File: src/hw/rtl/assert_macros.svh
// Assertion macros for the top-level RTL file
`ifndef ASSERT_MACROS_SVH
`define ASSERT_MACROS_SVH

// Check a property on every rising clock edge outside reset
`define ASSERT_CLK(lbl, prop, msg) \
	lbl: assert property (@(posedge clk) disable iff (!arst_n) prop) else $error(msg);

// Check that a condition never holds outside reset
`define ASSERT_NEVER(lbl, cond, msg) \
	lbl: assert property (@(posedge clk) disable iff (!arst_n) !(cond)) else $error(msg);

`endif

File: src/hw/rtl/spq_pkg.sv
// Package: types, codes and defaults for the sorted priority queue
package spq_pkg;

	localparam int CAPACITY_DEF = 16;

	localparam int CODE_W = 16;
	localparam int PRIO_W = 8;
	localparam int OCC_W  = 5;

	localparam logic ACT_INSERT = 1'b0;
	localparam logic ACT_REMOVE = 1'b1;

	typedef enum logic [1:0] {
		STS_INSERTED = 2'd0,
		STS_REMOVED  = 2'd1,
		STS_EMPTY    = 2'd2,
		STS_FULL     = 2'd3
	} status_t;

	typedef enum logic [1:0] {
		OP_NONE   = 2'd0,
		OP_INSERT = 2'd1,
		OP_REMOVE = 2'd2
	} op_t;

	typedef enum logic {
		ST_IDLE = 1'b0,
		ST_HOLD = 1'b1
	} state_t;

	// controller to datapath
	typedef struct packed {
		logic    load;
		op_t     op;
		status_t status;
	} cmd_t;

	// datapath to controller
	typedef struct packed {
		logic empty;
		logic full;
	} dp_stat_t;

endpackage

File: src/hw/rtl/spq_ctrl.sv
// Controller: handshake state machine and operation decode
module spq_ctrl import spq_pkg::*; (
	input  logic     clk,
	input  logic     arst_n,
	input  logic     s_tvalid,
	output logic     s_tready,
	input  logic     action,
	output logic     m_tvalid,
	input  logic     m_tready,
	input  dp_stat_t dp_stat,
	output cmd_t     cmd
);

	state_t state_q;
	state_t state_d;
	logic   accept;

	assign accept = s_tvalid && s_tready;

	always_ff @(posedge clk or negedge arst_n) begin
		if (!arst_n) begin
			state_q <= ST_IDLE;
		end else begin
			state_q <= state_d;
		end
	end

	always_comb begin
		state_d = state_q;
		case (state_q)
			ST_IDLE: begin
				if (accept) begin
					state_d = ST_HOLD;
				end
			end
			ST_HOLD: begin
				// stay loaded when a new transaction replaces the one taken
				if (m_tready && !accept) begin
					state_d = ST_IDLE;
				end
			end
			default: begin
				state_d = ST_IDLE;
			end
		endcase
	end

	always_comb begin
		s_tready   = (state_q == ST_IDLE) || m_tready;
		m_tvalid   = (state_q == ST_HOLD);
		cmd.load   = accept;
		cmd.op     = OP_NONE;
		cmd.status = STS_INSERTED;
		if (action == ACT_INSERT) begin
			if (dp_stat.full) begin
				cmd.status = STS_FULL;
			end else begin
				cmd.op     = accept ? OP_INSERT : OP_NONE;
				cmd.status = STS_INSERTED;
			end
		end else begin
			if (dp_stat.empty) begin
				cmd.status = STS_EMPTY;
			end else begin
				cmd.op     = accept ? OP_REMOVE : OP_NONE;
				cmd.status = STS_REMOVED;
			end
		end
	end

endmodule

File: src/hw/rtl/spq_dp.sv
// Datapath: sorted entry cells with per-cell compare and shift, result register
module spq_dp import spq_pkg::*; #(
	parameter int CAPACITY = CAPACITY_DEF
) (
	input  logic              clk,
	input  logic              arst_n,
	input  cmd_t              cmd,
	input  logic [CODE_W-1:0] in_code,
	input  logic [PRIO_W-1:0] in_prio,
	output dp_stat_t          dp_stat,
	output logic [CODE_W-1:0] res_code,
	output logic [PRIO_W-1:0] res_prio,
	output status_t           res_status,
	output logic [OCC_W-1:0]  res_occ
);

	localparam int CNT_W = $clog2(CAPACITY + 1);

	logic [CODE_W-1:0] code_q [CAPACITY];
	logic [PRIO_W-1:0] prio_q [CAPACITY];
	logic [CNT_W-1:0]  count_q;
	logic [CNT_W-1:0]  count_d;
	logic [CAPACITY-1:0] le;

	genvar gi;
	generate
		for (gi = 0; gi < CAPACITY; gi++) begin : g_cell
			logic [CODE_W-1:0] ins_code;
			logic [PRIO_W-1:0] ins_prio;
			logic [CODE_W-1:0] rm_code;
			logic [PRIO_W-1:0] rm_prio;

			// valid entry that the new one goes behind
			assign le[gi] = (CNT_W'(gi) < count_q) && (prio_q[gi] <= in_prio);

			if (gi == 0) begin : g_first
				assign ins_code = in_code;
				assign ins_prio = in_prio;
			end else begin : g_rest
				assign ins_code = le[gi-1] ? in_code : code_q[gi-1];
				assign ins_prio = le[gi-1] ? in_prio : prio_q[gi-1];
			end

			if (gi == CAPACITY - 1) begin : g_last
				assign rm_code = code_q[gi];
				assign rm_prio = prio_q[gi];
			end else begin : g_inner
				assign rm_code = code_q[gi+1];
				assign rm_prio = prio_q[gi+1];
			end

			always_ff @(posedge clk) begin
				case (cmd.op)
					OP_INSERT: begin
						if (!le[gi]) begin
							code_q[gi] <= ins_code;
							prio_q[gi] <= ins_prio;
						end
					end
					OP_REMOVE: begin
						code_q[gi] <= rm_code;
						prio_q[gi] <= rm_prio;
					end
					default: begin
					end
				endcase
			end
		end
	endgenerate

	always_comb begin
		case (cmd.op)
			OP_INSERT: count_d = count_q + CNT_W'(1);
			OP_REMOVE: count_d = count_q - CNT_W'(1);
			default:   count_d = count_q;
		endcase
	end

	always_ff @(posedge clk or negedge arst_n) begin
		if (!arst_n) begin
			count_q <= '0;
		end else begin
			count_q <= count_d;
		end
	end

	assign dp_stat.empty = (count_q == '0);
	assign dp_stat.full  = (count_q == CNT_W'(CAPACITY));

	always_ff @(posedge clk) begin
		if (cmd.load) begin
			res_status <= cmd.status;
			res_occ    <= OCC_W'(count_d);
			if (cmd.op == OP_REMOVE) begin
				res_code <= code_q[0];
				res_prio <= prio_q[0];
			end else begin
				res_code <= '0;
				res_prio <= '0;
			end
		end
	end

endmodule

File: src/hw/rtl/sorted_priority_queue.sv
// Top level: sorted priority queue with insert and remove-min
//
// Channel   Dir  Contents
// s_*       in   tdata: code[15:0], priority_req[23:16]; tuser: action
// m_*       out  tdata: out_code[15:0], out_priority[23:16], occupancy[28:24]; tuser: status
//
// One transaction per cycle while the output is not stalled: every cell compares
// its priority with the request and shifts or loads in the same cycle.
// A new transaction is taken while the previous result is being taken.
// Reset empties the queue; entry contents are not cleared.
// A stalled output holds its result and blocks further input.
`include "assert_macros.svh"

module sorted_priority_queue import spq_pkg::*; #(
	parameter int CAPACITY = CAPACITY_DEF
) (
	input  logic        clk,
	input  logic        arst_n,
	input  logic        s_tvalid,
	output logic        s_tready,
	input  logic [23:0] s_tdata,  // code[15:0], priority_req[23:16]
	input  logic        s_tuser,  // action[0]
	output logic        m_tvalid,
	input  logic        m_tready,
	output logic [31:0] m_tdata,  // out_code[15:0], out_priority[23:16], occupancy[28:24]
	output logic [1:0]  m_tuser   // status[1:0]
);

	cmd_t              cmd;
	dp_stat_t          dp_stat;
	logic [CODE_W-1:0] res_code;
	logic [PRIO_W-1:0] res_prio;
	status_t           res_status;
	logic [OCC_W-1:0]  res_occ;

	spq_ctrl u_ctrl (
		.clk      (clk),
		.arst_n   (arst_n),
		.s_tvalid (s_tvalid),
		.s_tready (s_tready),
		.action   (s_tuser),
		.m_tvalid (m_tvalid),
		.m_tready (m_tready),
		.dp_stat  (dp_stat),
		.cmd      (cmd)
	);

	spq_dp #(
		.CAPACITY (CAPACITY)
	) u_dp (
		.clk        (clk),
		.arst_n     (arst_n),
		.cmd        (cmd),
		.in_code    (s_tdata[15:0]),
		.in_prio    (s_tdata[23:16]),
		.dp_stat    (dp_stat),
		.res_code   (res_code),
		.res_prio   (res_prio),
		.res_status (res_status),
		.res_occ    (res_occ)
	);

	assign m_tdata = {3'b000, res_occ, res_prio, res_code};
	assign m_tuser = res_status;

	`ASSERT_NEVER(a_full_and_empty, dp_stat.full && dp_stat.empty, "queue both full and empty")
	`ASSERT_CLK(a_no_insert_full, cmd.op == OP_INSERT |-> !dp_stat.full, "insert into full queue")
	`ASSERT_CLK(a_no_remove_empty, cmd.op == OP_REMOVE |-> !dp_stat.empty, "remove from empty queue")
	`ASSERT_CLK(a_result_follows, s_tvalid && s_tready |=> m_tvalid, "accepted transaction gave no result")

endmodule
File: config.mk
export PLATFORM = sky130hd
export DESIGN_NAME = sorted_priority_queue
export DESIGN_NICKNAME = d
export VERILOG_FILES = /design/src/hw/rtl/spq_pkg.sv /design/src/hw/rtl/spq_ctrl.sv /design/src/hw/rtl/spq_dp.sv /design/src/hw/rtl/sorted_priority_queue.sv
export VERILOG_INCLUDE_DIRS = /design/src /design/src/hw/rtl
export SDC_FILE = /design/constraint.sdc
export NUM_CORES = 1
export LEC_CHECK = 0
export ABC_AREA = 1
export BUFFER_PORTS_ARGS = -buffer_cell sky130_fd_sc_hd__buf_2
export CORE_ASPECT_RATIO = 0.8
export CORE_MARGIN = 4
export CORE_UTILIZATION = 48
export CTS_CLUSTER_DIAMETER = 150
export DETAILED_ROUTE_END_ITERATION = 10
export GPL_TIMING_DRIVEN = 0
export PLACE_DENSITY_LB_ADDON = 0.25
export SLEW_MARGIN = 20
export SYNTH_ARGS = -nofsm -noshare
export SYNTH_HDL_FRONTEND = slang
export SYNTH_HIERARCHICAL = 1
export SYNTH_SLANG_ARGS = --single-unit
File: constraint.sdc
create_clock -name clk -period 5 [get_ports clk]
set_clock_uncertainty 0.2 [all_clocks]
set_input_delay 1 -clock clk [delete_from_list [all_inputs] [get_ports clk]]
set_output_delay 1 -clock clk [all_outputs]
set_load 0.005 [all_outputs]
# Word-level counts from Yosys, hierarchy flattened
# Memory sizes are Yosys's and may differ from the RTL's.
# Cells that the tools add are included.
# classes
addsub,2
eq_ne,3
mux,123
reduce_logical,21
bitwise_logic,33
magnitude_cmp,32
# op_table
operator,count
$mux W16,31
$mux W8,31
$le A8 B8 Y1,16
$mux W1,53
$lt A4 B5 Y1 const A,8
$or A1 B1 Y1,32
$lt A3 B5 Y1 const A,4
$logic_and A1 B1 Y1,18
$lt A1 B5 Y1 const A,2
$lt A2 B5 Y1 const A,2
$mux W2,5
$pmux W5 S2,1
$add A5 B1 Y5 const B,1
$eq A5 B5 Y1 const B,1
$logic_not A5 Y1,1
$sub A5 B1 Y5 const B,1
$mux W4,1
$eq A2 B1 Y1 const B,1
$eq A2 B2 Y1 const B,1
$pmux W1 S2,1
$logic_not A1 Y1,1
$logic_or A1 B1 Y1,1
$not A1 Y1,1
# totals
elab_cells,222
mem_bits_rw,384
mem_count,2
regBits,37
out_inout_bits,36
# mem_list
memory,words,width,read_ports,rd_ports_with_merged_regs,wr,line,rtl
u_dp.code_q,16,16,16,0,16,spq_dp.sv:19,logic [CODE_W-1:0] code_q [CAPACITY];
u_dp.prio_q,16,8,16,0,16,spq_dp.sv:20,logic [PRIO_W-1:0] prio_q [CAPACITY];

# Logic depth before layout (Yosys ltp)
# Gate-level depths: netlist (run 1).
# depth
ltp_word,10
mapped_depth,16
ltp_nobuf,14

# By module
# Netlist (run 1), hierarchy kept.
# by_module_without_submodules
mod,seq_area_each_um2,area_per_inst_um2,cells_each,instances
spq_dp,12587.1,26183.9,3401,1
spq_ctrl,25.0,93.8,17,1
sorted_priority_queue,0.0,26.3,4,1

# Worst setup path after synthesis (run 1)
# Ideal clock, no wire load.
# synth_path
path_kind,input port to flip-flop
start,in s_tdata[17]
end,"mem u_dp.code_q[15][0], in the netlist u_dp/code_q[1][112] (enable)"
t_arrival_ns,3.647
cell_stages,11
path_buffers,1
setup_slack_ns,0.740
cell_sequence,inv_1 clkbuf_1 ha_1 inv_1 nor2_1 nor2_1 o21ai_0 nand2_1 nand2_1 nand2_1 a21oi_1
# synth_lines
item,line,rtl
from (decl),sorted_priority_queue.sv:21,"input logic [23:0] s_tdata,"
to (decl),spq_dp.sv:19,

==> results.sh, run 1 <==
export IMPL_syn_area_um2=26300
export IMPL_first_global_vias=20880
export IMPL_areaGrowthSynthToFinish_pct=10.69
export IMPL_synth_seq_cells=421
export IMPL_power_density_nw_per_um2=520.5
export IMPL_required_ns=4.95
export IMPL_via_count=21700
export IMPL_yosys_area_top_type="edfxtp_1"
export IMPL_diodes=0
export IMPL_maxSlewHeadroom_pct=28.43
export IMPL_grt_max_degree=32
export IMPL_switching_share_pct=39.80
export IMPL_startpoint_type="register"
export IMPL_yosysWarnings=6
export IMPL_path_delay_family="buffers and inverters"
export IMPL_sequentialPowerShare_pct=37.3
export IMPL_synthArstFlopShare_pct=1.425
export IMPL_wl_per_cell_um=15.86
export IMPL_leakage_uw=0.01420
export IMPL_ant_nets=0
export IMPL_switchingPower_uw=6031
export IMPL_synth_compound_area_share_pct=2.245
export IMPL_grt_usage_pct=22.74
export IMPL_reg2reg_slack_ns=0.04
export IMPL_cp_slowest_stage_delay_ns=0.77
export IMPL_viasPerCell=5.077
export IMPL_worstPathMaxFanout=24
export IMPL_synth_simple_gate_area_share_pct=33.54
export IMPL_fmax_ghz=0.2016
export IMPL_die_h_um=217.4
export IMPL_cts_sinks=421
export IMPL_cts_root_buffer="clkbuf_16"
export IMPL_htreeDepth=2
export IMPL_synthXorXnorAreaFrac_pct=0
export IMPL_syn_avg_cell_area_um2=7.687
export IMPL_antenna_found_initial=0
export IMPL_nNetsFinal=3697
export IMPL_seq_area_frac_synth_pct=47.95
export IMPL_io_pins=65
export IMPL_die_area_um2=58630
export IMPL_slew_violations=0
export IMPL_cts_tree="done"
export IMPL_die_width_um=269.7
export IMPL_initial_utilization_pct=48.70
export IMPL_end_kind="register"
export IMPL_synth_edff_count=415
export IMPL_initialDrtViolationCount=1971
export IMPL_path_common_cell="clkbuf_1"
export IMPL_insertion_delay_ns=0.59
export IMPL_wl_um=67770
export IMPL_synth_cell_types=30
export IMPL_grt_pass1_wl_um=109400
export IMPL_rr_worst_depth=13
export IMPL_finalHoldViolations=0
export IMPL_period_share_pct=99.23
export IMPL_rsz0062_at_grt="true"
export IMPL_muxShareOfSynthArea_pct=0
export IMPL_p_int_uw=9123
export IMPL_synth_top_family_by_area="simple AND/OR/NAND/NOR gates"
export IMPL_arrival_ns=4.91
export IMPL_design_area_um2=29120
export IMPL_post_dp_cell_area_um2=27540
export IMPL_synth_top_area_share_pct=47.38
export IMPL_worstSetupPathType="reg -> reg"
export IMPL_critical_path_cell_count=13
export IMPL_drc_errors=0
export IMPL_path_cells="nor2_4 -> nand2_2 -> clkbuf_1 -> nor2_1 -> inv_1 -> nand2_1 -> nor2_1 -> ha_1 -> clkbuf_1 -> inv_1 -> clkbuf_2 -> clkbuf_1 -> nand2_2"
export IMPL_gp_congestion=0.8952
export IMPL_cp_buffers_inverters=6
export IMPL_synth_fa_ha_area_share_pct=6.374
export IMPL_clockPowerShare_pct=22.9
export IMPL_synth_main_ff_cell="edfxtp_1"
export IMPL_cts_buffers=46
export IMPL_timing_hold_ws_ns=0.04254
export IMPL_drt_pass1_iterations=6
export IMPL_core_area_um2=54010
export IMPL_vdd_drop_max_mv=0.3304
export IMPL_setup_viol=0
export IMPL_post_dp_hpwl_um=52660
export IMPL_cts_buffer_depth=3
export IMPL_port_buffers=61
export IMPL_cpMaxStageDelayCell="clkbuf_1"
export IMPL_tightest_slew_ns=1.074
export IMPL_grt_remaining_overflow=0
export IMPL_hp_class="in -> async"
export IMPL_synthCells=3422
export IMPL_rows=76
export IMPL_final_cell_mix="nand2_1 (1303), nand3_1 (703), inv_1 (446)"
export IMPL_maxCapViolCount=0
export IMPL_clkTransAtPathRegs_ns=0.06
export IMPL_outcome="finished, final reports clean"
export IMPL_yosys_top_cells_area="edfxtp_1 (47%), nand2_1 (19%), nand3_1 (13%), ha_1 (6.4%), inv_1 (6.4%)"
export IMPL_final_common_cell="nand2_1"
export IMPL_drive_gt1_share_pct=6.301
export IMPL_final_min_clock_period_ns=4.961
export IMPL_power_frac_comb_pct=39.8
==> final cells by class <==
type                    count  area [um^2]
clock buffers              62         1252
inverters                 456         1712
plain buffers             208        897.1
well taps                 702        878.3
fillers                  5322        24900
clock inverters            23        255.2
flip-flops and latches    421        12610
repair buffers             62        332.8
multi-input cells        2339        11180
==> worst paths after layout <==
path                                     start                  to
min in group clk           u_dp/code_q[1][115]  u_dp/code_q[1][99]
hold / removal                          arst_n     u_dp/count_q[0]
max in group asynchronous               arst_n     u_ctrl/m_tvalid
setup reg to reg               u_dp/count_q[4]  u_dp/prio_q[1][11]
setup / recovery               u_dp/count_q[4]  u_dp/prio_q[1][11]
hold reg to reg            u_dp/code_q[1][115]  u_dp/code_q[1][99]
==> cells in the mapped netlist, drive strengths merged, types with 2 or more instances <==
library cell and count:
a21o 14, a21oi 39, a31oi 3, buf 53, clkbuf 155, dfrtp 6, edfxtp 415, ha 134
inv 456, nand2 1323, nand3 703, nand4 14, nor2 56, nor3 2, o211ai 2, o21ai 43
==> registers in the layout, summed over array words and instances (netlist names) <==
name and flops:
u_ctrl/m_tvalid 1, u_dp/code_q 256, u_dp/count_q 5, u_dp/prio_q 128, u_dp/res_code 16, u_dp/res_occ 5, u_dp/res_prio 8, u_dp/res_status 2
==> power groups by stage <==
stage	logic, uW	clock network (uW)	registers (uW)
after floorplan	4420	0	5590
after CTS	5980	3530	5660
after global routing	6910	3680	5740
final	6030	3460	5660
after detailed placement	5940	0	5730
after global placement	5800	0	5710
==> metrics by stage <==
step,setup TNS (ns),setup WS (ns),cells,utilization [%],total power [uW]
after global placement,-146.52,-0.7105,4187,50.91,11500
after global routing,-28.11,-0.1638,4273,53.91,16330
after floorplan,0,0.7397,3424,-,10010
after CTS,-0.4591,-0.02049,4273,53.81,15170
final,0,0.03866,4273,53.91,15150
after detailed placement,-123.41,-0.4903,4188,50.99,11660
==> kinds of logic (layout without fill, tap and decap cells) <==
logic type                 after synthesis  in the layout
DFF                                    421            421
other                                    1              3
and+or+nand+nor                       2099           2099
adders and majority gates              134            134
buffers and inverters                  664            811
AOI/OAI and AO/OA                      103            103
==> layer usage <==
layer | vias up | wire, um | global-route usage (%)
li1 | 11320 | - | -
met1 | 9656 | 31380 | 32.19
met2 | 635 | 30590 | 37.84
met3 | 88 | 4642 | 3.009
met4 | 0 | 1160 | 4.780
met5 | - | 0 | 0
==> what timing repair did <==
action / 4_1_cts / 5_1_grt
hold buffers: 0 / 0
setup buffers: 0 / 0
gates resized for setup: 6 / 17
pin swaps: 0 / 0
setup endpoints to repair: 360 / 360
No activity file was read; power rests on OpenSTA's default activity.
==> inputs of run 2 (changes only) <==
Settings changed: PLACE_DENSITY_LB_ADDON 0.25 to 0.3.
==> run 2 against run 1 <==
  * The run now ends with negative setup slack left
  * Critical endpoint is now u_dp/code_q[0][88]
  * Global-route usage fell by 0.19 points
  * Sequential share of layout area rose by 0.19 points
  * Largest power group unchanged
  * Count of clock-buffer cells in the layout fell by 2
  * Highest routed layer is now met5
  * Routed wire length fell by 1.3%
  * Via count rose by 0.46%
  * Largest cell class unchanged
==> results.sh, run 2 (synthesis results as in run 1) <==
export IMPL_drt_pass1_iterations=6
export IMPL_worstSetupPathType="reg -> reg"
export IMPL_clockPowerShare_pct=22.1
export IMPL_maxCapViolCount=0
export IMPL_reg_top3="u_dp/code_q x256, u_dp/prio_q x128, u_dp/res_code x16"
export IMPL_core_area_um2=54010
export IMPL_period_share_pct=101.9
export IMPL_vdd_drop_max_mv=0.3040
export IMPL_cts_buffer_depth=3
export IMPL_io_pins=65
export IMPL_first_global_vias=21020
export IMPL_setup_viol=216
export IMPL_startpoint_type="register"
export IMPL_finalHoldViolations=0
export IMPL_die_area_um2=58630
export IMPL_power_uw=14980
export IMPL_nNetsFinal=3697
export IMPL_die_h_um=217.4
export IMPL_rsz0062_at_grt="true"
export IMPL_tightest_slew_ns=1.088
export IMPL_reg2reg_from="u_dp/count_q[4]"
export IMPL_post_dp_hpwl_um=52450
export IMPL_initial_utilization_pct=48.70
export IMPL_final_fill_count=5212
export IMPL_cts_buffers=46
export IMPL_viasPerCell=5.103
export IMPL_wl_um=66900
export IMPL_top_register="u_dp/code_q"
export IMPL_grt_pass1_wl_um=108400
export IMPL_gp_congestion=0.8729
export IMPL_htreeDepth=2
export IMPL_switchingPower_uw=5993
export IMPL_maxSlewHeadroom_pct=27.50
export IMPL_wl_per_cell_um=15.66
export IMPL_worstPathMaxFanout=24
export IMPL_areaGrowthSynthToFinish_pct=10.20
export IMPL_grt_usage_pct=22.55
export IMPL_largest_reg_flops=256
export IMPL_ant_nets=0
export IMPL_hp_class="in -> async"
export IMPL_arrival_ns=5.10
export IMPL_outcome="complete, but fails checks"
export IMPL_final_cell_mix="nand2_1 (1312), nand3_1 (703), inv_1 (446)"
export IMPL_fin_ws_ns=-0.09309
export IMPL_leakage_uw=0.01415
export IMPL_die_width_um=269.7
export IMPL_p_int_uw=8986
export IMPL_port_buffers=61
export IMPL_required_ns=5.01
export IMPL_antenna_found_initial=3
export IMPL_grt_remaining_overflow=0
export IMPL_seq_area_um2=12610
export IMPL_cts_sinks=421
export IMPL_cts_tree="done"
export IMPL_via_count=21800
export IMPL_fmax_ghz=0.1963
export IMPL_drc_errors=0
export IMPL_diodes=0
export IMPL_cts_root_buffer="clkbuf_16"
export IMPL_drive_gt1_share_pct=5.772
export IMPL_initialDrtViolationCount=1845
export IMPL_final_min_clock_period_ns=5.093
export IMPL_multi_input_area_um2=11130
export IMPL_fin_util_pct=53.67
export IMPL_power_density_nw_per_um2=516.8
export IMPL_insertion_delay_ns=0.59
export IMPL_sequentialPowerShare_pct=37.8
export IMPL_switching_share_pct=40.01
export IMPL_clkTransAtPathRegs_ns=0.06
export IMPL_end_kind="register"
export IMPL_violations="negative setup slack"
export IMPL_slew_violations=0
export IMPL_critPathLaunch="u_dp/count_q[4]"
export IMPL_fin_setup_tns_ns=-11.82
export IMPL_grt_max_degree=32
export IMPL_rows=76
export IMPL_power_frac_comb_pct=40.2
export IMPL_final_common_cell="nand2_1"
[run 2: changes by cell type in the layout (fill, tap and decap cells not counted), sizes merged]
cell	delta
bufinv	-2
clkinv	+1
buf	+1
clkbuf	-3
clkinvlp	+1
[run 2: worst max-delay path: stages (launching register included)]
cell	delay, ns
dfrtp_1	0.69
nor2_4	0.11
nand2_2	0.21
clkbuf_1	0.42
nor2_1	0.11
inv_1	0.07
nand2_1	0.05
nor2_1	0.14
ha_1	0.16
clkbuf_1	0.64
inv_1	0.17
clkbuf_2	0.39
clkbuf_1	0.43
nand2_1	0.89
[run 2: path summary, 6_finish.rpt]
check | end | slack [ns] | depth (start not counted)
worst max register to register | u_dp/code_q[0][88] | -0.09 | 13
worst min-delay path | u_dp/count_q[0] | 0.04 | 1
worst max-delay path | u_dp/code_q[0][88] | -0.09 | 13
max in group asynchronous | u_ctrl/m_tvalid | 4.41 | 1
worst min register to register | u_ctrl/m_tvalid | 0.31 | 2
min in group clk | u_ctrl/m_tvalid | 0.31 | 2
[run 2: layout make-up]
class / instances / share of cell area [%]
inverter: 456 / 5.905
buffer: 208 / 3.091
sequential: 421 / 43.51
multi-input combinational: 2339 / 38.39
clock inverter: 23 / 0.6993
timing repair buffer: 62 / 1.148
clock buffer: 60 / 4.226
tap: 702 / 3.030
[run 2: timing repair]
item,in CTS,in global routing
endpoints found under the setup margin,360,330
cloned,0,0
gates resized for setup,7,0
setup buffers,0,0
hold buffers,0,0
[run 2: routing by layer]
layer	routed length (um)	vias to the layer above	GRT usage (%)
li1	-	11320	-
met1	30680	9750	31.33
met2	29970	628	37.30
met3	4838	95	3.726
met4	1320	3	5.183
met5	90	-	1.069
[run 2: metrics by stage]
step | std cells | hold slack [ns] | worst slack (ns) | cell area, um^2
2_1_floorplan | 3424 | 0.2947 | 0.7397 | 26310
3_3_place_gp | 4187 | 0.2949 | -0.7040 | 27500
3_5_place_dp | 4188 | 0.3024 | -0.4518 | 27540
4_1_cts | 4271 | 0.004895 | 0.03610 | 28990
5_1_grt | 4271 | 0.03064 | -0.2109 | 28990
6_report | 4271 | 0.03520 | -0.09309 | 28990
[run 2: power groups by stage]
stage	Clock, uW	Combinational, uW	Sequential, uW
6_report	3300	6020	5660
2_1_floorplan	0	4420	5590
3_5_place_dp	0	5930	5720
3_3_place_gp	0	5780	5700
4_1_cts	3380	5970	5650
5_1_grt	3530	6900	5730
==> inputs of run 3 (changes only) <==
==> constraint.sdc (replaced) <==
create_clock -name clk -period 5 [get_ports clk]
set_clock_uncertainty 0.2 [all_clocks]
set_input_delay 0.25 -clock clk [delete_from_list [all_inputs] [get_ports clk]]
set_output_delay 0.25 -clock clk [all_outputs]
set_load 0.005 [all_outputs]
==> run 3 against run 2 <==
  * Die area unchanged
  * Largest cell class unchanged
  * The run still ends with negative setup slack left
  * Register-to-register slack about the same
  * Combinational power barely moved
==> results.sh, run 3 (synthesis results as in run 1) <==
export IMPL_areaGrowthSynthToFinish_pct=11.26
export IMPL_core_area_um2=54010
export IMPL_insertion_delay_ns=0.59
export IMPL_htreeDepth=2
export IMPL_wl_um=67160
export IMPL_power_density_nw_per_um2=512.2
export IMPL_timing_hold_ws_ns=0.09923
export IMPL_viasPerCell=5.111
export IMPL_maxCapViolCount=0
export IMPL_final_cell_mix="nand2_1 (1312), nand3_1 (703), inv_1 (446)"
export IMPL_final_fill_count=5178
export IMPL_wl_per_cell_um=15.62
export IMPL_cts_buffers=46
export IMPL_first_global_vias=21210
export IMPL_slew_violations=0
export IMPL_cts_buffer_depth=3
export IMPL_antenna_found_initial=3
export IMPL_cts_setup_buffers=0
export IMPL_maxSlewHeadroom_pct=29.15
export IMPL_cts_sinks=421
export IMPL_path_delay_family="buffers and inverters"
export IMPL_gp_congestion=0.8729
export IMPL_final_min_clock_period_ns=5.084
export IMPL_arrival_ns=5.10
export IMPL_rows=76
export IMPL_grt_usage_pct=22.71
export IMPL_die_width_um=269.7
export IMPL_grt_remaining_overflow=0
export IMPL_post_dp_cell_area_um2=27540
export IMPL_ant_nets=0
export IMPL_die_area_um2=58630
export IMPL_final_common_cell="nand2_1"
export IMPL_required_ns=5.01
export IMPL_post_dp_hpwl_um=52450
export IMPL_drt_pass1_iterations=6
export IMPL_fin_ws_ns=-0.08354
export IMPL_hp_class="in -> reg"
export IMPL_cp_slowest_stage_delay_ns=0.88
export IMPL_setup_viol=216
export IMPL_via_count=21970
export IMPL_violations="negative setup slack"
export IMPL_worstSetupPathType="reg -> reg"
export IMPL_diodes=0
export IMPL_cts_tree="done"
export IMPL_cpMaxStageDelayCell="nand2_1"
export IMPL_path_cells="nor2_4 -> nand2_2 -> clkbuf_1 -> nor2_1 -> inv_1 -> nand2_1 -> nor2_1 -> ha_1 -> clkbuf_1 -> inv_1 -> clkbuf_2 -> clkbuf_1 -> nand2_1"
export IMPL_grt_max_degree=32
export IMPL_drc_errors=0
export IMPL_initial_utilization_pct=48.70
export IMPL_end_kind="register"
export IMPL_grt_pass1_wl_um=109200
export IMPL_reg_top3="u_dp/code_q x256, u_dp/prio_q x128, u_dp/res_code x16"
export IMPL_io_pins=65
export IMPL_tightest_slew_ns=1.063
export IMPL_largest_reg_flops=256
export IMPL_drive_gt1_share_pct=5.727
export IMPL_rsz0062_at_grt="true"
export IMPL_port_buffers=61
export IMPL_worstPathMaxFanout=24
export IMPL_design_area_um2=29270
export IMPL_outcome="complete, but fails checks"
export IMPL_initialDrtViolationCount=1849
export IMPL_stdcell_count=4299
export IMPL_dp_cells=4188
export IMPL_nNetsFinal=3725
export IMPL_path_common_cell="clkbuf_1"
export IMPL_die_h_um=217.4
export IMPL_finalHoldViolations=0
export IMPL_cts_root_buffer="clkbuf_16"
export IMPL_fmax_ghz=0.1967
export IMPL_clkTransAtPathRegs_ns=0.06
export IMPL_startpoint_type="register"
export IMPL_vdd_drop_max_mv=0.3105
export IMPL_top_register="u_dp/code_q"
export IMPL_period_share_pct=101.7
export IMPL_leakage_uw=0.01426
export IMPL_cp_buffers_inverters=6
## run 3: cell types whose count changed in the layout (fill, tap and decap cells not counted)
cell           previous run  this run
dlygate4sd3_1             0        28
## run 3: layer usage
layer  global-route usage [%]  vias up  wire length, um
li1                         -    11380                -
met1                    31.53     9830            30470
met2                    37.59      665            30140
met3                    3.748      100             5168
met4                    5.236        2             1310
met5                    1.069        -               78
## run 3: what timing repair did
item                                    4_1_cts  5_1_grt
endpoints found under the setup margin      360      330
hold buffers                                 28        0
pin swaps                                     0        0
endpoints found under the hold margin        39        0
gates resized for setup                       7        0
## run 3: worst paths after layout
kind / end / from / slack (ns) / depth (start not counted)
max: u_dp/code_q[0][90] / u_dp/count_q[4] / -0.08 / 13
min: u_dp/prio_q[1][56] / s_tdata[16] / 0.1 / 3
max reg2reg: u_dp/code_q[0][90] / u_dp/count_q[4] / -0.08 / 13
min reg2reg: u_dp/code_q[1][107] / u_dp/code_q[1][123] / 0.32 / 2
max in group asynchronous: u_ctrl/m_tvalid / arst_n / 3.96 / 3
min in group asynchronous: u_dp/count_q[0] / arst_n / 0.41 / 3
## run 3: worst register-to-register path, delay by kind of cell, from the launching register on
| kind | cells | cell delay, ns |
|---|---|---|
| and+or+nand+nor | 6 | 1.51 |
| adders and majority gates | 1 | 0.16 |
| buffers and inverters | 6 | 2.13 |
| DFF | 1 | 0.70 |
## run 3: per-stage QoR
step | util (%) | setup TNS (ns) | worst slack, ns | total power, uW
floorplan | - | 0 | 1.173 | 10010
global placement | 50.91 | -112.86 | -0.7040 | 11480
detailed placement | 50.99 | -106.17 | -0.4518 | 11650
CTS | 54.19 | 0 | 0.03610 | 15020
global route | 54.19 | -41.82 | -0.2109 | 16190
finish | 54.19 | -11.43 | -0.08354 | 14990
## run 3: layout make-up
cell class / instances / area, um^2 / area share, %
inverters: 456 / 1712 / 5.848
flip-flops and latches: 421 / 12610 / 43.09
well taps: 702 / 878.3 / 3.001
clock inverters: 23 / 202.7 / 0.6926
repair buffers: 90 / 613.1 / 2.095
clock buffers: 60 / 1225 / 4.185
plain buffers: 208 / 895.9 / 3.061
multi-input cells: 2339 / 11130 / 38.02
## run 3: report_power, final
group | switching [uW] | internal, uW
combinational | 4140 | 1890
clock | 1430 | 1880
sequential | 425 | 5230
